===== src/rtl/zoned_disk_sector_translate_defines.svh =====
// Assertion helpers for the RTL file that checks itself.
`ifndef ZONED_DISK_SECTOR_TRANSLATE_DEFINES_SVH
`define ZONED_DISK_SECTOR_TRANSLATE_DEFINES_SVH

// Check that cons holds in the same cycle as ante.
`define ZDST_ASSERT_SAME(label, clk, rst_n, ante, cons) \
  label: assert property (@(posedge clk) disable iff (!rst_n) (ante) |-> (cons)) \
    else $error("zdst same-cycle check failed");

// Check that cons holds in the cycle after ante.
`define ZDST_ASSERT_NEXT(label, clk, rst_n, ante, cons) \
  label: assert property (@(posedge clk) disable iff (!rst_n) (ante) |=> (cons)) \
    else $error("zdst next-cycle check failed");

`endif


===== src/rtl/zdst_pkg.sv =====
`timescale 1ns / 1ps
package zdst_pkg;

  // Zone table depth default
  localparam int unsigned MAX_ZONES_DEF = 16;

  // Datapath widths fixed by the field formats
  localparam int unsigned DIV_W    = 32;
  localparam int unsigned TRACK_W  = 16;
  localparam int unsigned SPT_W    = 12;
  localparam int unsigned HC_W     = 8;
  localparam int unsigned SB_W     = 17;
  localparam int unsigned CAP_W    = 56;
  localparam int unsigned STATUS_W = 3;
  localparam int unsigned KIND_W   = 2;

  // Item kinds
  localparam logic [KIND_W-1:0] KIND_CLEAR     = 2'd0;
  localparam logic [KIND_W-1:0] KIND_APPEND    = 2'd1;
  localparam logic [KIND_W-1:0] KIND_TRANSLATE = 2'd2;

  // Result status codes
  localparam logic [STATUS_W-1:0] ST_OK    = 3'd0;
  localparam logic [STATUS_W-1:0] ST_EMPTY = 3'd1;
  localparam logic [STATUS_W-1:0] ST_FULL  = 3'd2;
  localparam logic [STATUS_W-1:0] ST_BAD   = 3'd3;
  localparam logic [STATUS_W-1:0] ST_HEAD  = 3'd4;

  // Configuration register indexes
  localparam logic CFG_HEAD_COUNT   = 1'b0;
  localparam logic CFG_SECTOR_BYTES = 1'b1;

  // One zone table entry
  typedef struct packed {
    logic [TRACK_W-1:0] start_track;
    logic [SPT_W-1:0]   track_sectors;
    logic [DIV_W-1:0]   sector_count;
  } zone_t;

  // Divider request and response
  typedef struct packed {
    logic             start;
    logic [DIV_W-1:0] dividend;
    logic [DIV_W-1:0] divisor;
  } div_req_t;

  typedef struct packed {
    logic             done;
    logic [DIV_W-1:0] quotient;
    logic [DIV_W-1:0] remainder;
  } div_rsp_t;

endpackage


===== src/rtl/zoned_disk_sector_translate.sv =====
`timescale 1ns / 1ps
// Zoned disk sector translator. An item is taken when start is high and busy is low;
// busy then stays high until the one result beat appears on res_valid_o for a single
// cycle, with no way for the receiver to stall it, so it must take every beat as it
// comes. Clear, unused kinds, a rejected append and a translate on an empty table go
// straight to the capacity multiply; a stored append first forms the zone's sector
// count and writes the table. A translate that runs divides for the head, walks the
// zone table to the zone that holds the sector, then divides for track and sector:
// one shared 32-bit restoring divider runs twice at one quotient bit per cycle, and
// the zone table, read through one registered port, is walked one zone at a time, read
// then compare. Configuration writes take effect at once and belong in idle time only.
`include "zoned_disk_sector_translate_defines.svh"
module zoned_disk_sector_translate #(
  parameter int unsigned MAX_ZONES = zdst_pkg::MAX_ZONES_DEF
) (
  input  logic                            clk_i,
  input  logic                            rst_ni,
  input  logic                            cfg_we_i,
  input  logic                            cfg_idx_i,
  input  logic [zdst_pkg::SB_W-1:0]       cfg_wdata_i,
  input  logic                            start,
  output logic                            busy,
  input  logic [zdst_pkg::KIND_W-1:0]     kind_i,
  input  logic [zdst_pkg::TRACK_W-1:0]    first_track_i,
  input  logic [zdst_pkg::TRACK_W-1:0]    last_track_i,
  input  logic [zdst_pkg::SPT_W-1:0]      sectors_per_track_i,
  input  logic [zdst_pkg::DIV_W-1:0]      logical_sector_i,
  output logic                            res_valid_o,
  output logic [zdst_pkg::STATUS_W-1:0]   status_o,
  output logic [zdst_pkg::DIV_W-1:0]      head_o,
  output logic [zdst_pkg::TRACK_W-1:0]    track_o,
  output logic [zdst_pkg::SPT_W-1:0]      sector_o,
  output logic [zdst_pkg::CAP_W-1:0]      capacity_bytes_o
);

  localparam int unsigned IdxW  = (MAX_ZONES > 1) ? $clog2(MAX_ZONES) : 1;
  localparam int unsigned CntW  = $clog2(MAX_ZONES + 1);
  localparam int unsigned W     = zdst_pkg::DIV_W;
  localparam int unsigned SpanW = zdst_pkg::TRACK_W + 1;
  localparam int unsigned PerW  = zdst_pkg::HC_W + W;
  localparam int unsigned HalfW = PerW / 2;
  localparam int unsigned MulAW = PerW - HalfW;
  localparam int unsigned MulPW = MulAW + zdst_pkg::SB_W;
  localparam int unsigned AccW  = PerW + zdst_pkg::SB_W;

  // Sequencer states
  localparam logic [3:0] S_IDLE     = 4'd0;
  localparam logic [3:0] S_APP_MUL  = 4'd1;
  localparam logic [3:0] S_APP_ADD  = 4'd2;
  localparam logic [3:0] S_DIV_HEAD = 4'd3;
  localparam logic [3:0] S_WALK_RD  = 4'd4;
  localparam logic [3:0] S_WALK_CMP = 4'd5;
  localparam logic [3:0] S_DIV_SEC  = 4'd6;
  localparam logic [3:0] S_CAP_PER  = 4'd7;
  localparam logic [3:0] S_CAP_LO   = 4'd8;
  localparam logic [3:0] S_CAP_HI   = 4'd9;

  logic [3:0]                          state_q, state_d;
  logic [zdst_pkg::HC_W-1:0]           hc_q;
  logic [zdst_pkg::SB_W-1:0]           sb_q;
  logic [CntW-1:0]                     loaded_q, loaded_d;
  logic [W-1:0]                        surface_q, surface_d;
  logic                                valid_q, valid_d;
  logic [zdst_pkg::STATUS_W-1:0]       status_q, status_d;
  logic [W-1:0]                        head_q, head_d;
  logic [zdst_pkg::TRACK_W-1:0]        track_q, track_d;
  logic [zdst_pkg::SPT_W-1:0]          sector_q, sector_d;
  logic [zdst_pkg::CAP_W-1:0]          cap_q, cap_d;
  logic [IdxW-1:0]                     idx_q, idx_d;
  logic [W-1:0]                        sum_q, sum_d;
  logic [W-1:0]                        rest_q, rest_d;
  logic [SpanW-1:0]                    span_q, span_d;
  logic [zdst_pkg::SPT_W-1:0]          spt_q, spt_d;
  logic [zdst_pkg::TRACK_W-1:0]        first_q, first_d;
  logic [W-1:0]                        count_q, count_d;
  logic [PerW-1:0]                     per_q, per_d;
  logic [AccW-1:0]                     acc_q, acc_d;

  logic                                accept;
  logic                                tbl_we;
  zdst_pkg::zone_t                     tbl_wdata;
  zdst_pkg::zone_t                     tbl_rdata;
  zdst_pkg::div_req_t                  div_req;
  zdst_pkg::div_rsp_t                  div_rsp;
  logic [MulAW-1:0]                    mul_a;
  logic [zdst_pkg::SB_W-1:0]           mul_b;
  logic [MulPW-1:0]                    mul_p;
  logic [W:0]                          walk_sum;
  logic [W:0]                          app_total;
  logic                                walk_hit;
  logic [zdst_pkg::SPT_W-1:0]          spt_eff;

  assign accept = start && !busy;

  // Configuration registers
  always_ff @(posedge clk_i or negedge rst_ni) begin
    if (!rst_ni) begin
      hc_q <= zdst_pkg::HC_W'(1);
      sb_q <= zdst_pkg::SB_W'(512);
    end else if (cfg_we_i) begin
      case (cfg_idx_i)
        zdst_pkg::CFG_HEAD_COUNT:   hc_q <= cfg_wdata_i[zdst_pkg::HC_W-1:0];
        zdst_pkg::CFG_SECTOR_BYTES: sb_q <= cfg_wdata_i;
        default:                    hc_q <= hc_q;
      endcase
    end
  end

  // Shared multiplier: zone sector count, then capacity in two halves
  always_comb begin
    case (state_q)
      S_APP_MUL: begin
        mul_a = MulAW'(span_q);
        mul_b = zdst_pkg::SB_W'(spt_q);
      end
      S_CAP_HI: begin
        mul_a = per_q[PerW-1:HalfW];
        mul_b = sb_q;
      end
      default: begin
        mul_a = MulAW'(per_q[HalfW-1:0]);
        mul_b = sb_q;
      end
    endcase
    mul_p = mul_a * mul_b;
  end

  // Zone walk and append arithmetic
  assign walk_sum  = {1'b0, sum_q} + {1'b0, tbl_rdata.sector_count};
  assign walk_hit  = ({1'b0, rest_q} < walk_sum) ||
                     (CntW'(idx_q) == loaded_q - CntW'(1));
  assign app_total = {1'b0, surface_q} + {1'b0, count_q};
  assign spt_eff   = (tbl_rdata.track_sectors == '0) ? zdst_pkg::SPT_W'(1)
                                                      : tbl_rdata.track_sectors;

  // Sequencer
  always_comb begin
    state_d   = state_q;
    loaded_d  = loaded_q;
    surface_d = surface_q;
    valid_d   = 1'b0;
    status_d  = status_q;
    head_d    = head_q;
    track_d   = track_q;
    sector_d  = sector_q;
    cap_d     = cap_q;
    idx_d     = idx_q;
    sum_d     = sum_q;
    rest_d    = rest_q;
    span_d    = span_q;
    spt_d     = spt_q;
    first_d   = first_q;
    count_d   = count_q;
    per_d     = per_q;
    acc_d     = acc_q;
    tbl_we    = 1'b0;
    tbl_wdata.start_track   = first_q;
    tbl_wdata.track_sectors = spt_q;
    tbl_wdata.sector_count  = count_q;
    div_req.start    = 1'b0;
    div_req.dividend = logical_sector_i;
    div_req.divisor  = surface_q;

    case (state_q)
      S_IDLE: begin
        if (accept) begin
          status_d = zdst_pkg::ST_OK;
          head_d   = '0;
          track_d  = '0;
          sector_d = '0;
          state_d  = S_CAP_PER;
          case (kind_i)
            zdst_pkg::KIND_CLEAR: begin
              loaded_d  = '0;
              surface_d = '0;
            end
            zdst_pkg::KIND_APPEND: begin
              if (loaded_q >= CntW'(MAX_ZONES)) begin
                status_d = zdst_pkg::ST_FULL;
              end else if (last_track_i < first_track_i || sectors_per_track_i == '0) begin
                status_d = zdst_pkg::ST_BAD;
              end else begin
                span_d  = SpanW'(last_track_i) - SpanW'(first_track_i) + SpanW'(1);
                spt_d   = sectors_per_track_i;
                first_d = first_track_i;
                state_d = S_APP_MUL;
              end
            end
            zdst_pkg::KIND_TRANSLATE: begin
              if (loaded_q == '0 || surface_q == '0) begin
                status_d = zdst_pkg::ST_EMPTY;
              end else begin
                div_req.start = 1'b1;
                state_d       = S_DIV_HEAD;
              end
            end
            default: state_d = S_CAP_PER;
          endcase
        end
      end
      S_APP_MUL: begin
        count_d = W'(mul_p);
        state_d = S_APP_ADD;
      end
      S_APP_ADD: begin
        if (app_total[W]) begin
          status_d = zdst_pkg::ST_BAD;
        end else begin
          tbl_we    = 1'b1;
          loaded_d  = loaded_q + CntW'(1);
          surface_d = app_total[W-1:0];
        end
        state_d = S_CAP_PER;
      end
      S_DIV_HEAD: begin
        if (div_rsp.done) begin
          head_d  = div_rsp.quotient;
          rest_d  = div_rsp.remainder;
          idx_d   = '0;
          sum_d   = '0;
          state_d = S_WALK_RD;
        end
      end
      S_WALK_RD: begin
        state_d = S_WALK_CMP;
      end
      S_WALK_CMP: begin
        if (walk_hit) begin
          div_req.start    = 1'b1;
          div_req.dividend = rest_q - sum_q;
          div_req.divisor  = W'(spt_eff);
          state_d          = S_DIV_SEC;
        end else begin
          idx_d   = idx_q + IdxW'(1);
          sum_d   = walk_sum[W-1:0];
          state_d = S_WALK_RD;
        end
      end
      S_DIV_SEC: begin
        if (div_rsp.done) begin
          track_d  = tbl_rdata.start_track + div_rsp.quotient[zdst_pkg::TRACK_W-1:0];
          sector_d = div_rsp.remainder[zdst_pkg::SPT_W-1:0];
          status_d = (head_q >= W'(hc_q)) ? zdst_pkg::ST_HEAD : zdst_pkg::ST_OK;
          state_d  = S_CAP_PER;
        end
      end
      S_CAP_PER: begin
        per_d   = PerW'(hc_q) * PerW'(surface_q);
        state_d = S_CAP_LO;
      end
      S_CAP_LO: begin
        acc_d   = AccW'(mul_p);
        state_d = S_CAP_HI;
      end
      S_CAP_HI: begin
        acc_d   = acc_q + {mul_p, HalfW'(0)};
        cap_d   = (acc_d[AccW-1:zdst_pkg::CAP_W] != '0) ? '1
                                                       : acc_d[zdst_pkg::CAP_W-1:0];
        valid_d = 1'b1;
        state_d = S_IDLE;
      end
      default: state_d = S_IDLE;
    endcase
  end

  // Control state
  always_ff @(posedge clk_i or negedge rst_ni) begin
    if (!rst_ni) begin
      state_q   <= S_IDLE;
      loaded_q  <= '0;
      surface_q <= '0;
      valid_q   <= 1'b0;
    end else begin
      state_q   <= state_d;
      loaded_q  <= loaded_d;
      surface_q <= surface_d;
      valid_q   <= valid_d;
    end
  end

  // Working and result registers
  always_ff @(posedge clk_i) begin
    status_q <= status_d;
    head_q   <= head_d;
    track_q  <= track_d;
    sector_q <= sector_d;
    cap_q    <= cap_d;
    idx_q    <= idx_d;
    sum_q    <= sum_d;
    rest_q   <= rest_d;
    span_q   <= span_d;
    spt_q    <= spt_d;
    first_q  <= first_d;
    count_q  <= count_d;
    per_q    <= per_d;
    acc_q    <= acc_d;
  end

  zdst_div u_div (
    .clk_i  (clk_i),
    .rst_ni (rst_ni),
    .req_i  (div_req),
    .rsp_o  (div_rsp)
  );

  zdst_zone_tbl #(
    .MAX_ZONES (MAX_ZONES)
  ) u_zone_tbl (
    .clk_i   (clk_i),
    .we_i    (tbl_we),
    .waddr_i (loaded_q[IdxW-1:0]),
    .wdata_i (tbl_wdata),
    .raddr_i (idx_q),
    .rdata_o (tbl_rdata)
  );

  assign busy             = (state_q != S_IDLE);
  assign res_valid_o      = valid_q;
  assign status_o         = status_q;
  assign head_o           = head_q;
  assign track_o          = track_q;
  assign sector_o         = sector_q;
  assign capacity_bytes_o = cap_q;

  // Checks
  `ZDST_ASSERT_NEXT(a_accept_busy, clk_i, rst_ni, start && !busy, busy)
  `ZDST_ASSERT_SAME(a_beat_idle, clk_i, rst_ni, res_valid_o, !busy)
  `ZDST_ASSERT_NEXT(a_beat_single, clk_i, rst_ni, res_valid_o, !res_valid_o)
  `ZDST_ASSERT_SAME(a_head_range, clk_i, rst_ni,
                    res_valid_o && status_o == zdst_pkg::ST_HEAD, head_o >= W'(hc_q))

endmodule


===== src/rtl/zdst_div.sv =====
`timescale 1ns / 1ps
module zdst_div (
  input  logic               clk_i,
  input  logic               rst_ni,
  input  zdst_pkg::div_req_t req_i,
  output zdst_pkg::div_rsp_t rsp_o
);

  localparam int unsigned W    = zdst_pkg::DIV_W;
  localparam int unsigned CntW = $clog2(W + 1);

  logic            busy_q, busy_d;
  logic            done_q, done_d;
  logic [CntW-1:0] cnt_q, cnt_d;
  logic [W-1:0]    rem_q, rem_d;
  logic [W-1:0]    quo_q, quo_d;
  logic [W-1:0]    dvs_q, dvs_d;
  logic [W:0]      rem_w;
  logic [W:0]      diff;

  // One quotient bit per cycle, restoring form
  always_comb begin
    busy_d = busy_q;
    done_d = 1'b0;
    cnt_d  = cnt_q;
    rem_d  = rem_q;
    quo_d  = quo_q;
    dvs_d  = dvs_q;
    rem_w  = {rem_q, quo_q[W-1]};
    diff   = rem_w - {1'b0, dvs_q};
    if (req_i.start) begin
      busy_d = 1'b1;
      cnt_d  = CntW'(W);
      rem_d  = '0;
      quo_d  = req_i.dividend;
      dvs_d  = req_i.divisor;
    end else if (busy_q) begin
      if (!diff[W]) begin
        rem_d = diff[W-1:0];
        quo_d = {quo_q[W-2:0], 1'b1};
      end else begin
        rem_d = rem_w[W-1:0];
        quo_d = {quo_q[W-2:0], 1'b0};
      end
      cnt_d = cnt_q - CntW'(1);
      if (cnt_q == CntW'(1)) begin
        busy_d = 1'b0;
        done_d = 1'b1;
      end
    end
  end

  always_ff @(posedge clk_i or negedge rst_ni) begin
    if (!rst_ni) begin
      busy_q <= 1'b0;
      done_q <= 1'b0;
      cnt_q  <= '0;
    end else begin
      busy_q <= busy_d;
      done_q <= done_d;
      cnt_q  <= cnt_d;
    end
  end

  always_ff @(posedge clk_i) begin
    rem_q <= rem_d;
    quo_q <= quo_d;
    dvs_q <= dvs_d;
  end

  assign rsp_o.done      = done_q;
  assign rsp_o.quotient  = quo_q;
  assign rsp_o.remainder = rem_q;

endmodule


===== src/rtl/zdst_zone_tbl.sv =====
`timescale 1ns / 1ps
module zdst_zone_tbl #(
  parameter int unsigned MAX_ZONES = zdst_pkg::MAX_ZONES_DEF,
  localparam int unsigned IdxW = (MAX_ZONES > 1) ? $clog2(MAX_ZONES) : 1
) (
  input  logic            clk_i,
  input  logic            we_i,
  input  logic [IdxW-1:0] waddr_i,
  input  zdst_pkg::zone_t wdata_i,
  input  logic [IdxW-1:0] raddr_i,
  output zdst_pkg::zone_t rdata_o
);

  zdst_pkg::zone_t mem_q [MAX_ZONES];
  zdst_pkg::zone_t rdata_q;

  // Write one entry per cycle
  always_ff @(posedge clk_i) begin
    if (we_i) begin
      mem_q[waddr_i] <= wdata_i;
    end
  end

  // Registered read
  always_ff @(posedge clk_i) begin
    rdata_q <= mem_q[raddr_i];
  end

  assign rdata_o = rdata_q;

endmodule

===== config.mk =====
export PLATFORM = sky130hd
export DESIGN_NAME = zoned_disk_sector_translate
export DESIGN_NICKNAME = d
export VERILOG_FILES = /design/src/rtl/zdst_pkg.sv /design/src/rtl/zoned_disk_sector_translate.sv /design/src/rtl/zdst_div.sv /design/src/rtl/zdst_zone_tbl.sv
export VERILOG_INCLUDE_DIRS = /design/src /design/src/rtl
export SDC_FILE = /design/constraint.sdc
export NUM_CORES = 2
export LEC_CHECK = 0
export CORE_AREA = 2 2 304 532
export DETAILED_ROUTE_END_ITERATION = 8
export DIE_AREA = 0 0 306 534
export DONT_BUFFER_PORTS = 1
export PLACE_DENSITY = 0.7
export SYNTH_ARGS = -nofsm -noshare
export SYNTH_HDL_FRONTEND = slang
export SYNTH_SLANG_ARGS = --single-unit

===== constraint.sdc =====
create_clock -name clk_i -period 29.5 [get_ports clk_i]
set_input_delay 5.9 -clock clk_i [delete_from_list [all_inputs] [get_ports clk_i]]
set_output_delay 5.9 -clock clk_i [all_outputs]
set_load 0.005 [all_outputs]

; Yosys cells after proc, flatten, opt, wreduce, memory -nomap -nowiden
; Memory sizes are Yosys's and may differ from the RTL's. A register that Yosys moved wholly into a read port is not among the register bits.
; Cells that the tools add are included.
[op_classes]
magnitude_cmp = 4
n_shift = 0
n_eq_ne = 20
add_sub_neg = 12
bitwise = 3
div_mod_pow = 0
reduce_logical = 29
mul = 2
n_mux = 68
[ops]
columns = operator, n
row1 = $mux W32, 10
row2 = $pmux W32 S2, 3
row3 = $pmux W57 S2, 1
row4 = $add A32 B32 Y33, 2
row5 = $mux W65, 1
row6 = $mux W64, 1
row7 = $add A57 B57 Y57, 1
row8 = $mul A8 B32 Y40, 1
row9 = $pmux W20 S2, 1
row10 = $mul A20 B17 Y37, 1
row11 = $mux W12, 3
row12 = $pmux W4 S9, 1
row13 = $lt A32 B33 Y1, 1
row14 = $sub A33 B32 Y33, 1
row15 = $ge A32 B8 Y1, 1
row16 = $logic_not A32 Y1, 1
row17 = $mux W16, 2
row18 = $pmux W16 S2, 1
row19 = $sub A32 B32 Y32, 1
row20 = $logic_not A12 Y1, 2
row21 = $pmux W12 S2, 1
row22 = $mux W3, 7
row23 = $mux W4, 5
row24 = $add A17 B1 Y17 const B, 1
row25 = other kinds (43), 88
[word_totals]
out_inout_bits = 121
latchBits = 0
n_memories = 1
register_bits = 532
mem_bits_rw = 960
wordCells = 165
rom_bits = 0
[memory_table]
columns = memory, words, width, rd, rd_clocked_by_memory_dff, write_ports, line
row1 = u_zone_tbl.mem_q, 16, 60, 1, 1, 1, zdst_zone_tbl.sv:14  ; zdst_pkg::zone_t mem_q [MAX_ZONES];

; Logic depth before layout (Yosys ltp)
[logic_depth]
depth_word = 7
depth_mapped = 45

; Cells and area by module
; Synthesis repeated with hierarchy kept, for this count alone.
[unflattened]
cells_unflattened = 6750
area_unflattened_um2 = 87022.2
[modules_own_cells]
columns = mod, area_per_inst_um2, instances, seq_area_each_um2, cells_per_inst
row1 = zoned_disk_sector_translate, 43815.8, 1, 12519.5, 4581
row2 = zdst_zone_tbl, 37101.8, 1, 30028.8, 1548
row3 = zdst_div, 6104.6, 1, 2762.6, 621

; Worst setup path before layout
; Ideal clock, no wire load.
[synth_path]
kind = flip-flop to flip-flop
startpoint = register state_q[2]
endpoint = register acc_q[55] (data pin)
required_time_ns = 29.237
path_stages_with_launch = 38
setup_slack_ns = 19.309
n_path_buf = 3
arrival_ns = 9.927
cell_sequence = dfrtp_1 > clkbuf_1 > nor2_1 > and2_1 > nand2_1 > clkbuf_1 > buf_1 > o221ai_1 > nor2_1 > fa_1 > inv_1 > fa_1 > fa_1 > fa_1 > inv_1 > fa_1 > inv_1 > fa_1 > [... 2 more ...] > a21o_1 > a21o_1 > a221oi_1 > o21ai_1 > o311a_1 > o21ai_0 > o21bai_1 > xor2_1 > ha_1 > a41o_1 > a21oi_1 > o221ai_1 > a31o_2 > a311o_1 > a311oi_1 > o21ai_0 > mux2_2 > and3_1
[synth_between]
elab_chain_len = 5
word_cells_on_any_way = 8
[synth_lines]
columns = item, line
row1 = from (decl), zoned_disk_sector_translate.sv:58  ; logic [3:0] state_q, state_d;
row2 = from (signal assigned), zoned_disk_sector_translate.sv:274  ; state_q <= state_d;
row3 = $eq A4 B4 Y1 / $eq A4 B1 Y1 (equally long branches), zoned_disk_sector_translate.sv:111  ; case (state_q)
row4 = $pmux W20 S2 / $mux W17 (equally long branches), zoned_disk_sector_translate.sv:111
row5 = $mul A20 B17 Y37 *, zoned_disk_sector_translate.sv:125  ; mul_p = mul_a * mul_b;
row6 = net mul_p[21], zoned_disk_sector_translate.sv:87  ; logic [MulPW-1:0] mul_p;
row7 = $add A57 B57 Y57 *, zoned_disk_sector_translate.sv:256  ; acc_d = acc_q + {mul_p, HalfW'(0)};
row8 = $pmux W57 S2 *, zoned_disk_sector_translate.sv:164  ; case (state_q)
row9 = to (signal assigned), zoned_disk_sector_translate.sv:296  ; acc_q <= acc_d;
row10 = to (decl), zoned_disk_sector_translate.sv:77  ; logic [AccW-1:0] acc_q, acc_d;
; Mark *: on every way through the listed nets, which the timed path passes. The rest lies on a longest branch.
; A chain may end at the register's enable or synchronous reset.

; Final worst setup path
[layout_path]
startpoint = register state_q[2]
endpoint = register cap_q, in the netlist capacity_bytes_o[41] (data pin)
[layout_between]
elab_chain_len = 4
word_cells_on_any_way = 6
[layout_lines]
columns = item, line
row1 = $eq A4 B4 Y1 / $eq A4 B1 Y1 (equally long branches), zoned_disk_sector_translate.sv:111
row2 = $pmux W20 S2 / $mux W17 (equally long branches), zoned_disk_sector_translate.sv:111
row3 = $mul A20 B17 Y37 *, zoned_disk_sector_translate.sv:125
row4 = net mul_p[18], zoned_disk_sector_translate.sv:87
row5 = $add A57 B57 Y57 *, zoned_disk_sector_translate.sv:256
row6 = to (signal assigned), zoned_disk_sector_translate.sv:287  ; cap_q <= cap_d;
row7 = to (decl), zoned_disk_sector_translate.sv:68  ; logic [zdst_pkg::CAP_W-1:0] cap_q, cap_d;
; Marks and branches as above.

==> results.json <==
{
  "finalSetupViolations": 0,
  "finalMaxSlewViolations": 0,
  "clk_pin_slew_ps": 70,
  "synthCells": 6584,
  "first_pass_iters": 6,
  "cts_made_buffers": 137,
  "rsz0062_at_grt": "no",
  "syn_avg_cell_area_um2": 13.2,
  "dp.cells": 8474,
  "required_ps": 30010,
  "yosysWarnings": 0,
  "drv_cap": 0,
  "end_kind": "flip-flop",
  "synth.area.top_cells": "edfxtp_1, fa_1, mux4_2",
  "syn-cell-area_um2": 87100,
  "fin_setup_tns_ps": 0,
  "final_common_cell": "edfxtp_1",
  "stdcell_area_um2": 94300,
  "antenna_left": 0,
  "r2r_start": "state_q[2]",
  "dieHeight_um": 534,
  "grt_pass1_wl_um": 369000,
  "start_kind": "flip-flop",
  "wl_per_cell_um": 28.9,
  "period_needed_ps": 12170,
  "synth-seq-area-share_pct": 52.0,
  "cts.repair.resized": 0,
  "synth_largest_area_cell": "edfxtp_1",
  "holdWs_ps": 503,
  "start_util_pct": 54.8,
  "clockBufferDepth": 3,
  "max_clock_freq_mhz": 82.2,
  "drt_iter0_drc": 5280,
  "cts_tree": "built",
  "ctsHoldBuffers": 0,
  "core_area_um2": 159000,
  "slowest_delay_ps": 1010,
  "synthArstFlopShare_pct": 4.83,
  "place_area_um2": 89500,
  "final_cell_mix": "edfxtp_1, inv_1, nand2_1, fa_1, ha_1",
  "clockRootBuffer": "clkbuf_16",
  "grt_max_degree": 141,
  "vias_per_cell": 6.17,
  "critPathKind": "reg2reg",
  "yosys.area.top_type_share_pct": 47.7,
  "syn2layout_area_growth_pct": 8.25,
  "arrival_ps": 12680,
  "insertion_delay_ps": 820,
  "vias": 53900,
  "num_io_pins": 221,
  "slew_headroom_pct": 20.0,
  "drive_above_1_share_pct": 10.6,
  "gp_congestion": 1.00,
  "hold_start": "acc_q[9]",
  "synth_fp_nets": 7579,
  "cts.sinks": 1552,
  "route.detailed.drc": 0,
  "ys_seq_elements": 1552,
  "final_nets": 7550,
  "stdcell_count": 8741,
  "place_hpwl_um": 180000,
  "synth_edf_count": 1385,
  "synth.distinct_cells": 85,
  "synthFlopType": "edfxtp_1",
  "portBuffers": 0,
  "grt_util_all_layers_pct": 31.4,
  "hold_viol_final": 0,
  "antenna_found_initial": 17,
  "period_share_pct": 41.2,
  "dieArea_um2": 163000,
  "cp_slowest_cell": "xnor3_2",
  "grt_pass1_vias": 56200,
  "rows": 194,
  "die_w_um": 306,
  "crit_fanout": 57,
  "status": "completed",
  "cts_setup_buffers": 0,
  "worst_slew_pin_slew_ps": 1200,
  "overflow": 0,
  "drt-total-wl_um": 253000,
  "worstSetupStartpoint": "state_q[2]",
  "hp-class": "reg2reg",
  "clock_skew_ps": 55.4,
  "cts_htree_levels": 4
}
==> cell type report <==
| class | count | area, um2 |
|---|---|---|
| multi-input combinational | 4075 | 38300 |
| fill | 12200 | 64700 |
| clock inverter | 71 | 937 |
| inverter | 696 | 2610 |
| timing repair buffer | 93 | 723 |
| antenna | 17 | 42.5 |
| sequential | 1552 | 45300 |
| tap | 2058 | 2570 |
| clock buffer | 179 | 3800 |
==> worst max-delay path, delay by kind of cell, from the launching register on <==
family / cells / cell delay (ps)
buf+inv: 11 / 1930
fa+ha+maj: 8 / 3490
simple gates: 11 / 2210
flops: 1 / 630
xor+xnor: 2 / 1170
compound gates: 10 / 2330
==> Yosys cell counts, drive strengths merged, types with 16 or more instances <==
| library cell | number |
|---|---|
| mux2 | 40 |
| xnor2 | 133 |
| nand3 | 50 |
| o211ai | 28 |
| or3 | 17 |
| a31oi | 43 |
| o21bai | 51 |
| and2 | 223 |
| ha | 432 |
| mux4 | 300 |
| o31ai | 17 |
| dfxtp | 92 |
| xor2 | 92 |
| nand2 | 586 |
| clkbuf | 203 |
| nor2b | 43 |
| o21ai | 188 |
| inv | 694 |
| o21a | 53 |
| nor4 | 23 |
| and3 | 44 |
| a21o | 148 |
| mux2i | 43 |
| dfrtp | 73 |
| nor2 | 395 |
| buf | 58 |
| edfxtp | 1385 |
| a21oi | 281 |
| a211oi | 25 |
| nand4 | 31 |
| fa | 463 |
| a22o | 35 |
| o22ai | 16 |
| nor3 | 62 |
| nand2b | 57 |
==> through the flow <==
stage | setup slack [ps] | utilization [%]
floorplan | 19310 | -
global placement | 17570 | 56.3
detailed placement | 17350 | 56.3
CTS | 17340 | 59.3
global route | 16640 | 59.3
finish | 17330 | 59.3
==> flip-flops by register name, indices dropped and copies added, names as in the netlist, 12 cells and up <==
signal and count:
u_div.quo_q 32, u_zone_tbl.mem_q 960, head_o 32, first_q 16
acc_q 57, u_div.dvs_q 32, count_q 32, per_q 40
surface_q 32, u_div.rem_q 32, capacity_bytes_o 56, sb_q 17
u_zone_tbl.rdata_o 60, rest_q 32, spt_q 12, track_o 16
sector_o 12, span_q 17, sum_q 32
==> per-layer routing <==
layer | share of wire [%] | vias to the layer above | global-route usage [%]
li1 | - | 23500 | -
met1 | 34 | 27600 | 34.5
met2 | 52 | 2191 | 55.5
met3 | 5.8 | 621 | 4.23
met4 | 8.8 | 10 | 23.3
met5 | 0.026 | - | 0
==> kinds of logic (layout without fill, tap and decap cells) <==
group / Yosys count / after routing / synth area share, %
compound gates: 1010 / 1010 / 7.56
xor+xnor: 226 / 226 / 2.29
fa+ha+maj: 895 / 895 / 16.8
buf+inv: 957 / 1039 / 4.21
flops: 1552 / 1552 / 52.0
mux: 383 / 383 / 8.77
other cells: 0 / 17 / 0
simple gates: 1561 / 1561 / 8.31
==> path summary, 6_finish.rpt <==
| kind | cells past startpoint | slack (ps) | end |
|---|---|---|---|
| setup / recovery | 42 | 17330 | capacity_bytes_o[41] |
| hold / removal | 1 | 500 | capacity_bytes_o[9] |
| setup reg to reg | 42 | 17330 | capacity_bytes_o[41] |
| hold reg to reg | 1 | 500 | capacity_bytes_o[9] |
| max in group asynchronous | 0 | 24410 | hc_q[0] |
| min in group asynchronous | 0 | 4810 | surface_q[8] |
Power is left out: the tool's default activity adds up to more than one toggle a clock period on the data nets, which glitch-free logic cannot reach.
